File: src/design/fhfa_pkg.sv
// shared types and constants for the free hole fit allocator
package fhfa_pkg;

    localparam int ADDR_W = 32;
    localparam int SIZE_W = 32;
    localparam int IDX_W  = 4;
    localparam int WIDE_IDX_W = 9;

    localparam logic [1:0] FIT_FIRST = 2'd0;
    localparam logic [1:0] FIT_BEST  = 2'd1;
    localparam logic [1:0] FIT_WORST = 2'd2;

    localparam logic [1:0] ST_ALLOCATED     = 2'd0;
    localparam logic [1:0] ST_OUT_OF_MEMORY = 2'd1;
    localparam logic [1:0] ST_LOADED        = 2'd2;

    localparam logic CMD_ALLOCATE = 1'b0;
    localparam logic CMD_LOAD     = 1'b1;

    typedef struct packed {
        logic capture;
        logic issue_rd;
        logic finish;
    } fhfa_cmd_t;

    typedef struct packed {
        logic is_load;
        logic last_addr;
        logic out_busy;
    } fhfa_status_t;

endpackage

File: src/design/fhfa_ram.sv
// generic single write port ram with registered read
module fhfa_ram #(
    parameter int WIDTH = 64,
    parameter int DEPTH = 16
) (
    input  logic                                 aclk,
    input  logic                                 we,
    input  logic [(DEPTH > 1 ? $clog2(DEPTH) : 1)-1:0] waddr,
    input  logic [WIDTH-1:0]                     wdata,
    input  logic [(DEPTH > 1 ? $clog2(DEPTH) : 1)-1:0] raddr,
    output logic [WIDTH-1:0]                     rdata
);

    logic [WIDTH-1:0] mem [DEPTH];
    logic [WIDTH-1:0] rdata_reg;

    always_ff @(posedge aclk) begin
        if (we) begin
            mem[waddr] <= wdata;
        end
        rdata_reg <= mem[raddr];
    end

    assign rdata = rdata_reg;

endmodule

File: src/design/fhfa_ctrl.sv
// sequencer for load and allocate beats
module fhfa_ctrl
    import fhfa_pkg::*;
(
    input  logic         aclk,
    input  logic         aresetn,
    input  logic         s_tvalid,
    output logic         s_tready,
    input  fhfa_status_t status,
    output fhfa_cmd_t    cmd
);

    typedef enum logic [1:0] {
        IDLE,
        SCAN,
        DRAIN,
        FINISH
    } state_t;

    state_t state_reg;
    state_t state_next;

    always_comb begin
        state_next   = state_reg;
        cmd.capture  = 1'b0;
        cmd.issue_rd = 1'b0;
        cmd.finish   = 1'b0;
        case (state_reg)
            IDLE: begin
                if (s_tvalid) begin
                    cmd.capture = 1'b1;
                    state_next  = status.is_load ? FINISH : SCAN;
                end
            end
            SCAN: begin
                cmd.issue_rd = 1'b1;
                if (status.last_addr) begin
                    state_next = DRAIN;
                end
            end
            DRAIN: begin
                state_next = FINISH;
            end
            FINISH: begin
                if (!status.out_busy) begin
                    cmd.finish = 1'b1;
                    state_next = IDLE;
                end
            end
            default: begin
                state_next = IDLE;
            end
        endcase
    end

    always_ff @(posedge aclk) begin
        if (!aresetn) begin
            state_reg <= IDLE;
        end else begin
            state_reg <= state_next;
        end
    end

    assign s_tready = (state_reg == IDLE);

endmodule

File: src/design/fhfa_datapath.sv
// hole table, fit comparison, writeback and result register
module fhfa_datapath
    import fhfa_pkg::*;
#(
    parameter int HOLES = 16
) (
    input  logic                  aclk,
    input  logic                  aresetn,
    input  fhfa_cmd_t             cmd,
    output fhfa_status_t          status,
    input  logic                  in_cmd,
    input  logic [SIZE_W-1:0]     in_segment_size,
    input  logic [IDX_W-1:0]      in_entry_index,
    input  logic [ADDR_W-1:0]     in_entry_base,
    input  logic [SIZE_W-1:0]     in_entry_size,
    input  logic                  cfg_we,
    input  logic [1:0]            cfg_wdata,
    output logic                  out_valid,
    input  logic                  out_ready,
    output logic [1:0]            out_status,
    output logic [ADDR_W-1:0]     out_base_address,
    output logic [IDX_W-1:0]      out_hole_slot
);

    localparam int SLOT_W = (HOLES > 1) ? $clog2(HOLES) : 1;
    localparam int ENTRY_W = ADDR_W + SIZE_W;

    logic [1:0]            fit_policy_reg;
    logic                  cmd_reg;
    logic [SIZE_W-1:0]     need_reg;
    logic [IDX_W-1:0]      idx_reg;
    logic [ADDR_W-1:0]     ebase_reg;
    logic [SIZE_W-1:0]     esize_reg;

    logic [HOLES-1:0]      valid_reg;
    logic [SLOT_W-1:0]     scan_cnt_reg;
    logic                  rd_pend_reg;
    logic                  rd_vld_reg;
    logic [SLOT_W-1:0]     rd_idx_reg;

    logic                  found_reg;
    logic [SLOT_W-1:0]     chosen_idx_reg;
    logic [ADDR_W-1:0]     chosen_base_reg;
    logic [SIZE_W-1:0]     chosen_size_reg;

    logic                  m_valid_reg;
    logic [1:0]            m_status_reg;
    logic [ADDR_W-1:0]     m_base_reg;
    logic [IDX_W-1:0]      m_slot_reg;

    logic [ENTRY_W-1:0]    rd_data;
    logic [ADDR_W-1:0]     rd_base;
    logic [SIZE_W-1:0]     rd_size;
    logic                  fits;
    logic                  better;
    logic                  take;

    logic [WIDE_IDX_W-1:0] load_idx_wide;
    logic                  load_ok;
    logic [WIDE_IDX_W-1:0] chosen_wide;
    logic                  wr_en;
    logic [SLOT_W-1:0]     wr_addr;
    logic [ENTRY_W-1:0]    wr_data;

    fhfa_ram #(
        .WIDTH(ENTRY_W),
        .DEPTH(HOLES)
    ) u_table (
        .aclk (aclk),
        .we   (wr_en),
        .waddr(wr_addr),
        .wdata(wr_data),
        .raddr(scan_cnt_reg),
        .rdata(rd_data)
    );

    // entries never written read as an empty hole
    assign rd_base = rd_vld_reg ? rd_data[ENTRY_W-1:SIZE_W] : '0;
    assign rd_size = rd_vld_reg ? rd_data[SIZE_W-1:0] : '0;

    assign fits = (rd_size != '0) && (rd_size >= need_reg);

    always_comb begin
        case (fit_policy_reg)
            FIT_BEST:  better = !found_reg || (rd_size < chosen_size_reg);
            FIT_WORST: better = !found_reg || (rd_size > chosen_size_reg);
            default:   better = !found_reg;
        endcase
    end

    assign take = rd_pend_reg && fits && better;

    assign load_idx_wide = {{(WIDE_IDX_W - IDX_W){1'b0}}, idx_reg};
    assign load_ok       = (load_idx_wide < WIDE_IDX_W'(HOLES));
    assign chosen_wide   = {{(WIDE_IDX_W - SLOT_W){1'b0}}, chosen_idx_reg};

    always_comb begin
        if (cmd_reg == CMD_LOAD) begin
            wr_en   = cmd.finish && load_ok;
            wr_addr = load_idx_wide[SLOT_W-1:0];
            wr_data = {ebase_reg, esize_reg};
        end else begin
            wr_en   = cmd.finish && found_reg;
            wr_addr = chosen_idx_reg;
            wr_data = {chosen_base_reg + need_reg, chosen_size_reg - need_reg};
        end
    end

    always_ff @(posedge aclk) begin
        if (!aresetn) begin
            fit_policy_reg <= FIT_FIRST;
            valid_reg      <= '0;
            rd_pend_reg    <= 1'b0;
            found_reg      <= 1'b0;
            scan_cnt_reg   <= '0;
            m_valid_reg    <= 1'b0;
        end else begin
            if (cfg_we) begin
                fit_policy_reg <= cfg_wdata;
            end
            if (wr_en) begin
                valid_reg[wr_addr] <= 1'b1;
            end
            rd_pend_reg <= cmd.issue_rd;
            if (cmd.capture) begin
                scan_cnt_reg <= '0;
                found_reg    <= 1'b0;
            end else begin
                if (cmd.issue_rd) begin
                    scan_cnt_reg <= scan_cnt_reg + 1'b1;
                end
                if (take) begin
                    found_reg <= 1'b1;
                end
            end
            if (cmd.finish) begin
                m_valid_reg <= 1'b1;
            end else if (out_ready) begin
                m_valid_reg <= 1'b0;
            end
        end
    end

    always_ff @(posedge aclk) begin
        rd_vld_reg <= valid_reg[scan_cnt_reg];
        rd_idx_reg <= scan_cnt_reg;
        if (cmd.capture) begin
            cmd_reg   <= in_cmd;
            need_reg  <= in_segment_size;
            idx_reg   <= in_entry_index;
            ebase_reg <= in_entry_base;
            esize_reg <= in_entry_size;
        end
        if (take) begin
            chosen_idx_reg  <= rd_idx_reg;
            chosen_base_reg <= rd_base;
            chosen_size_reg <= rd_size;
        end
        if (cmd.finish) begin
            if (cmd_reg == CMD_LOAD) begin
                m_status_reg <= ST_LOADED;
                m_base_reg   <= '0;
                m_slot_reg   <= '0;
            end else if (found_reg) begin
                m_status_reg <= ST_ALLOCATED;
                m_base_reg   <= chosen_base_reg;
                m_slot_reg   <= chosen_wide[IDX_W-1:0];
            end else begin
                m_status_reg <= ST_OUT_OF_MEMORY;
                m_base_reg   <= '0;
                m_slot_reg   <= '0;
            end
        end
    end

    assign status.is_load   = (in_cmd == CMD_LOAD);
    assign status.last_addr = (scan_cnt_reg == SLOT_W'(HOLES - 1));
    assign status.out_busy  = m_valid_reg && !out_ready;

    assign out_valid        = m_valid_reg;
    assign out_status       = m_status_reg;
    assign out_base_address = m_base_reg;
    assign out_hole_slot    = m_slot_reg;

endmodule

File: src/design/free_hole_fit_allocator.sv
// top level of the free hole fit allocator
//
// Keeps a table of HOLES free holes (base, size; size zero is empty) and
// serves one beat at a time. A load beat writes one table slot and its
// result is registered from the FINISH state. An allocate beat scans the
// whole table serially, one entry per cycle through the single read port of
// the table ram, then writes back the shrunk hole if one fits; its result
// follows the SCAN, DRAIN and FINISH states. The controller returns to
// IDLE, and so is ready for the next beat, on the edge that loads the result.
// A stalled result holds the next beat in FINISH until the result is
// taken. The table starts empty after reset through per-slot valid bits, so
// no clearing pass is needed. fit_policy is written through cfg_we /
// cfg_wdata while idle: the user must keep to this, as the block itself
// does not enforce it.
module free_hole_fit_allocator
    import fhfa_pkg::*;
#(
    parameter int HOLES = 16
) (
    input  logic         aclk,
    input  logic         aresetn,
    input  logic         cfg_we,
    input  logic [1:0]   cfg_wdata,
    input  logic         s_tvalid,
    output logic         s_tready,
    // segment_size[31:0], entry_index[35:32], entry_base[67:36],
    // entry_size[99:68], zero fill
    input  logic [103:0] s_tdata,
    // cmd[0]
    input  logic [0:0]   s_tuser,
    output logic         m_tvalid,
    input  logic         m_tready,
    // base_address[31:0], hole_slot[35:32], zero fill
    output logic [39:0]  m_tdata,
    // status[1:0]
    output logic [1:0]   m_tuser
);

    fhfa_cmd_t       cmd;
    fhfa_status_t    status;
    logic [ADDR_W-1:0] base_address;
    logic [IDX_W-1:0]  hole_slot;

    fhfa_ctrl u_ctrl (
        .aclk    (aclk),
        .aresetn (aresetn),
        .s_tvalid(s_tvalid),
        .s_tready(s_tready),
        .status  (status),
        .cmd     (cmd)
    );

    fhfa_datapath #(
        .HOLES(HOLES)
    ) u_datapath (
        .aclk            (aclk),
        .aresetn         (aresetn),
        .cmd             (cmd),
        .status          (status),
        .in_cmd          (s_tuser[0]),
        .in_segment_size (s_tdata[31:0]),
        .in_entry_index  (s_tdata[35:32]),
        .in_entry_base   (s_tdata[67:36]),
        .in_entry_size   (s_tdata[99:68]),
        .cfg_we          (cfg_we),
        .cfg_wdata       (cfg_wdata),
        .out_valid       (m_tvalid),
        .out_ready       (m_tready),
        .out_status      (m_tuser),
        .out_base_address(base_address),
        .out_hole_slot   (hole_slot)
    );

    assign m_tdata = {4'b0000, hole_slot, base_address};

endmodule

File: config.mk
export PLATFORM = sky130hd
export DESIGN_NAME = free_hole_fit_allocator
export DESIGN_NICKNAME = d
export VERILOG_FILES = /design/src/design/fhfa_pkg.sv /design/src/design/fhfa_ram.sv /design/src/design/fhfa_ctrl.sv /design/src/design/fhfa_datapath.sv /design/src/design/free_hole_fit_allocator.sv
export SDC_FILE = /design/constraint.sdc
export NUM_CORES = 2
export LEC_CHECK = 0
export BUFFER_PORTS_ARGS = -buffer_cell sky130_fd_sc_hd__buf_2
export CAP_MARGIN = 20
export CORE_MARGIN = 5
export CORE_UTILIZATION = 60
export DETAILED_ROUTE_END_ITERATION = 16
export GPL_ROUTABILITY_DRIVEN = 0
export PLACE_DENSITY = 0.77
export SETUP_SLACK_MARGIN = 0.4
export SYNTH_ARGS = -nofsm -noshare
export SYNTH_HDL_FRONTEND = slang
export SYNTH_SLANG_ARGS = --single-unit
File: constraint.sdc
create_clock -name aclk -period 18.93 [get_ports aclk]
set_input_delay 2.8395 -clock aclk [delete_from_list [all_inputs] [get_ports aclk]]
set_output_delay 2.8395 -clock aclk [all_outputs]
set_load 0.03 [all_outputs]
==> flow_summary.ini <==
[run_status]
outcome = finished clean

[logic_synthesis]
synth_xor_area_share_pct = 0.851
synth_top_family_by_area = multiplexers
synth_edf_count = 1231
netlist_area_mm2 = 0.0535
synth-simple-area-share_pct = 3.91
yosysWarnings = 0
synth.mux.area_fraction_pct = 13.9
synth_compound_area_share_pct = 4.04
synthFlopType = edfxtp_1
ys_seq_area_share_pct = 72.7
synth_cells = 2794
synth_fa_ha_area_share_pct = 3.11
synth-seq-cells = 1327
async_flop_share_pct = 0
syn_area_per_cell_um2 = 19.1
yosys.cell_types.count = 76

[worst_setup_path]
reg2reg_depth = 7
timing.rr.end = u_datapath.u_table.mem[5][28]
critPathLaunchType = input pin
cp-end-kind = flop
reg2reg_from = u_datapath.cmd_reg
cp.arrival_ns = 5.63
crit_required_ns = 19.25
crit_fanout = 47
r2r_setup_slack_ns = 13.93
crit_type = input pin to flop

[clock_tree]
cts_made_buffers = 132
hold_buffers = 0
cts_root_buffer = clkbuf_16
cts_tree = done
post_cts_buffers = 0
cts.sinks = 1327
clkTransAtPathRegs_ns = 0.06
htreeDepth = 4
worstSkewPairLatency_ns = 0.73
cts-resized-gates = 0
cts_max_path_buffers = 3

[detailed_routing]
via_per_inst = 6.57
drt_iter0_markers = 3904
routedWlPerCell_um = 29.8
post-route-drc-count = 0
vias = 28300
totalWireLength_mm = 129
ant_nets = 0
dr.pass1.iters = 5

[final_layout]
diodes = 0
final_cell_mix = edfxtp_1 (1231), mux4_2 (325), buf_2 (151), clkbuf_16 (138), ha_1 (130)
fin_nets = 3286
area_growth_pct = 13.2
largest_reg_flops = 1024
drive_gt1_share_pct = 25.1
layout_commonest_cell = edfxtp_1
final-instance-count-excl-fill = 4317

[power_and_ir_drop]
p_per_area_mw_per_mm2 = 120
leakage_nw = 20.4
peakVddDrop_uv = 91.1

[grt]
grt_overflow = 0
grt_max_degree = 156
grt_pass1_vias = 28900
antenna_found_initial = 1
grt_usage_pct = 27.3
grt_pass1_wl_mm = 189

[timing]
tightest_slew_ns = 1.14
fin_setup_tns_ns = 0
hold_viol = 0
timing.final.crit_share_pct = 28.1
post-route-min-period_ns = 5.32
max_freq_ghz = 0.188
whs_ns = 0.402
final-max-slew-violation-count = 0
rsz0062_at_grt = no
relSlewSlack_pct = 24.2
setup_violations = 0
clock_skew_ns = 0.0329

[floorplan]
num_rows = 109
boundaryPins = 156
core_area_mm2 = 0.0885
start_util_pct = 60.4
die_w_um = 309
fp.dieH_um = 309
die-area_mm2 = 0.0952

[hold_path]
hp-class = flop to flop
hold_depth = 0
hold_start = u_datapath.rd_idx_reg[0]
min_to = u_datapath.chosen_idx_reg[0]

[flow_run]
maxCapViolations = 0

[placement]
place_hpwl_mm = 73.0
io_buffers = 147
dp.cells = 4069
[worst max path at each step]
stage / from / to / cells past startpoint
CTS: m_tready / u_datapath.u_table.mem[7][29] / 7
finish: m_tready / u_datapath.u_table.mem[7][28] / 7
global placement: m_tready / u_datapath.u_table.mem[7][6] / 7
floorplan: m_tready / u_datapath.u_table.mem[0][0] / 5
detailed placement: m_tready / u_datapath.u_table.mem[7][6] / 7
global route: m_tready / u_datapath.u_table.mem[7][7] / 7
[synth_stat cells (8+ instances only)]
| cell | n | area share (%) |
|---|---|---|
| mux4_2 | 325 | 14 |
| clkbuf_1 | 71 | 0.50 |
| o21ai_1 | 39 | 0.36 |
| o211ai_1 | 11 | 0.15 |
| nand2_1 | 108 | 0.76 |
| inv_1 | 93 | 0.65 |
| xnor2_1 | 30 | 0.49 |
| xor2_1 | 22 | 0.36 |
| o21bai_1 | 8 | 0.11 |
| dfxtp_1 | 96 | 3.6 |
| nor4_1 | 11 | 0.13 |
| nor2b_1 | 11 | 0.13 |
| o21a_1 | 24 | 0.34 |
| a21o_1 | 33 | 0.46 |
| mux2i_1 | 8 | 0.15 |
| o31ai_1 | 8 | 0.11 |
| nor3_1 | 22 | 0.21 |
| a21oi_1 | 66 | 0.62 |
| nor2_1 | 75 | 0.53 |
| ha_1 | 130 | 3.0 |
| edfxtp_1 | 1231 | 69 |
| and2_1 | 105 | 1.2 |
| nand3_1 | 16 | 0.15 |
| nand4_1 | 21 | 0.25 |
| nand2b_1 | 14 | 0.16 |
| o21ai_0 | 57 | 0.53 |
| a211oi_1 | 16 | 0.22 |
| buf_1 | 35 | 0.25 |
[final cells by class]
| cell class | instances | area (µm²) |
|---|---|---|
| sequential | 1327 | 38900 |
| fill | 5287 | 28000 |
| clock inverter | 64 | 761 |
| tap | 1165 | 1460 |
| clock buffer | 180 | 3740 |
| multi-input combinational | 1263 | 14000 |
| timing repair buffer | 224 | 1360 |
| inverter | 94 | 353 |
[metal layers]
metal / part of all wire [%] / global-route usage [%]
met2: 49 / 43.4
met1: 38 / 38.5
met4: 4.3 / 11.0
met5: 0 / 0
met3: 9.5 / 5.02
[cell families (layout without fill, tap and decap cells)]
| group | count (synthesis) | after routing |
|---|---|---|
| AND/OR/NAND/NOR | 412 | 412 |
| XOR/XNOR | 52 | 52 |
| multiplexers | 336 | 336 |
| other | 1 | 4 |
| buffers and inverters | 207 | 562 |
| flip-flops | 1327 | 1327 |
| adder cells (fa/ha/maj) | 132 | 132 |
| AO/OA/AOI/OAI | 327 | 327 |
[critical path, stage by stage]
cell and delay [ns]:
buf_2 0.08, nor2b_1 0.08, nor2b_4 0.22, nor2b_1 0.30, nand2_1 0.31, nor2_4 0.76, buf_4 0.94
[through the flow]
stage / utilization, % / setup slack (ns) / power, mW / area (µm²)
3_5_place_dp: 63.3 / 12.95 / 4.64 / 56000
5_1_grt: 68.4 / 13.55 / 7.52 / 60500
6_report: 68.4 / 13.61 / 7.27 / 60500
4_1_cts: 68.3 / 13.68 / 7.30 / 60500
2_1_floorplan: - / 10.51 / 4.31 / 53500
3_3_place_gp: 63.2 / 13.04 / 4.59 / 55900
[power by group]
part | total, mW | internal [mW] | switching [mW]
Combinational | 0.986 | 0.389 | 0.596
Clock | 2.68 | 1.59 | 1.09
Sequential | 3.61 | 3.52 | 0.0906
Note: power is estimated with default switching activity, not from simulation.
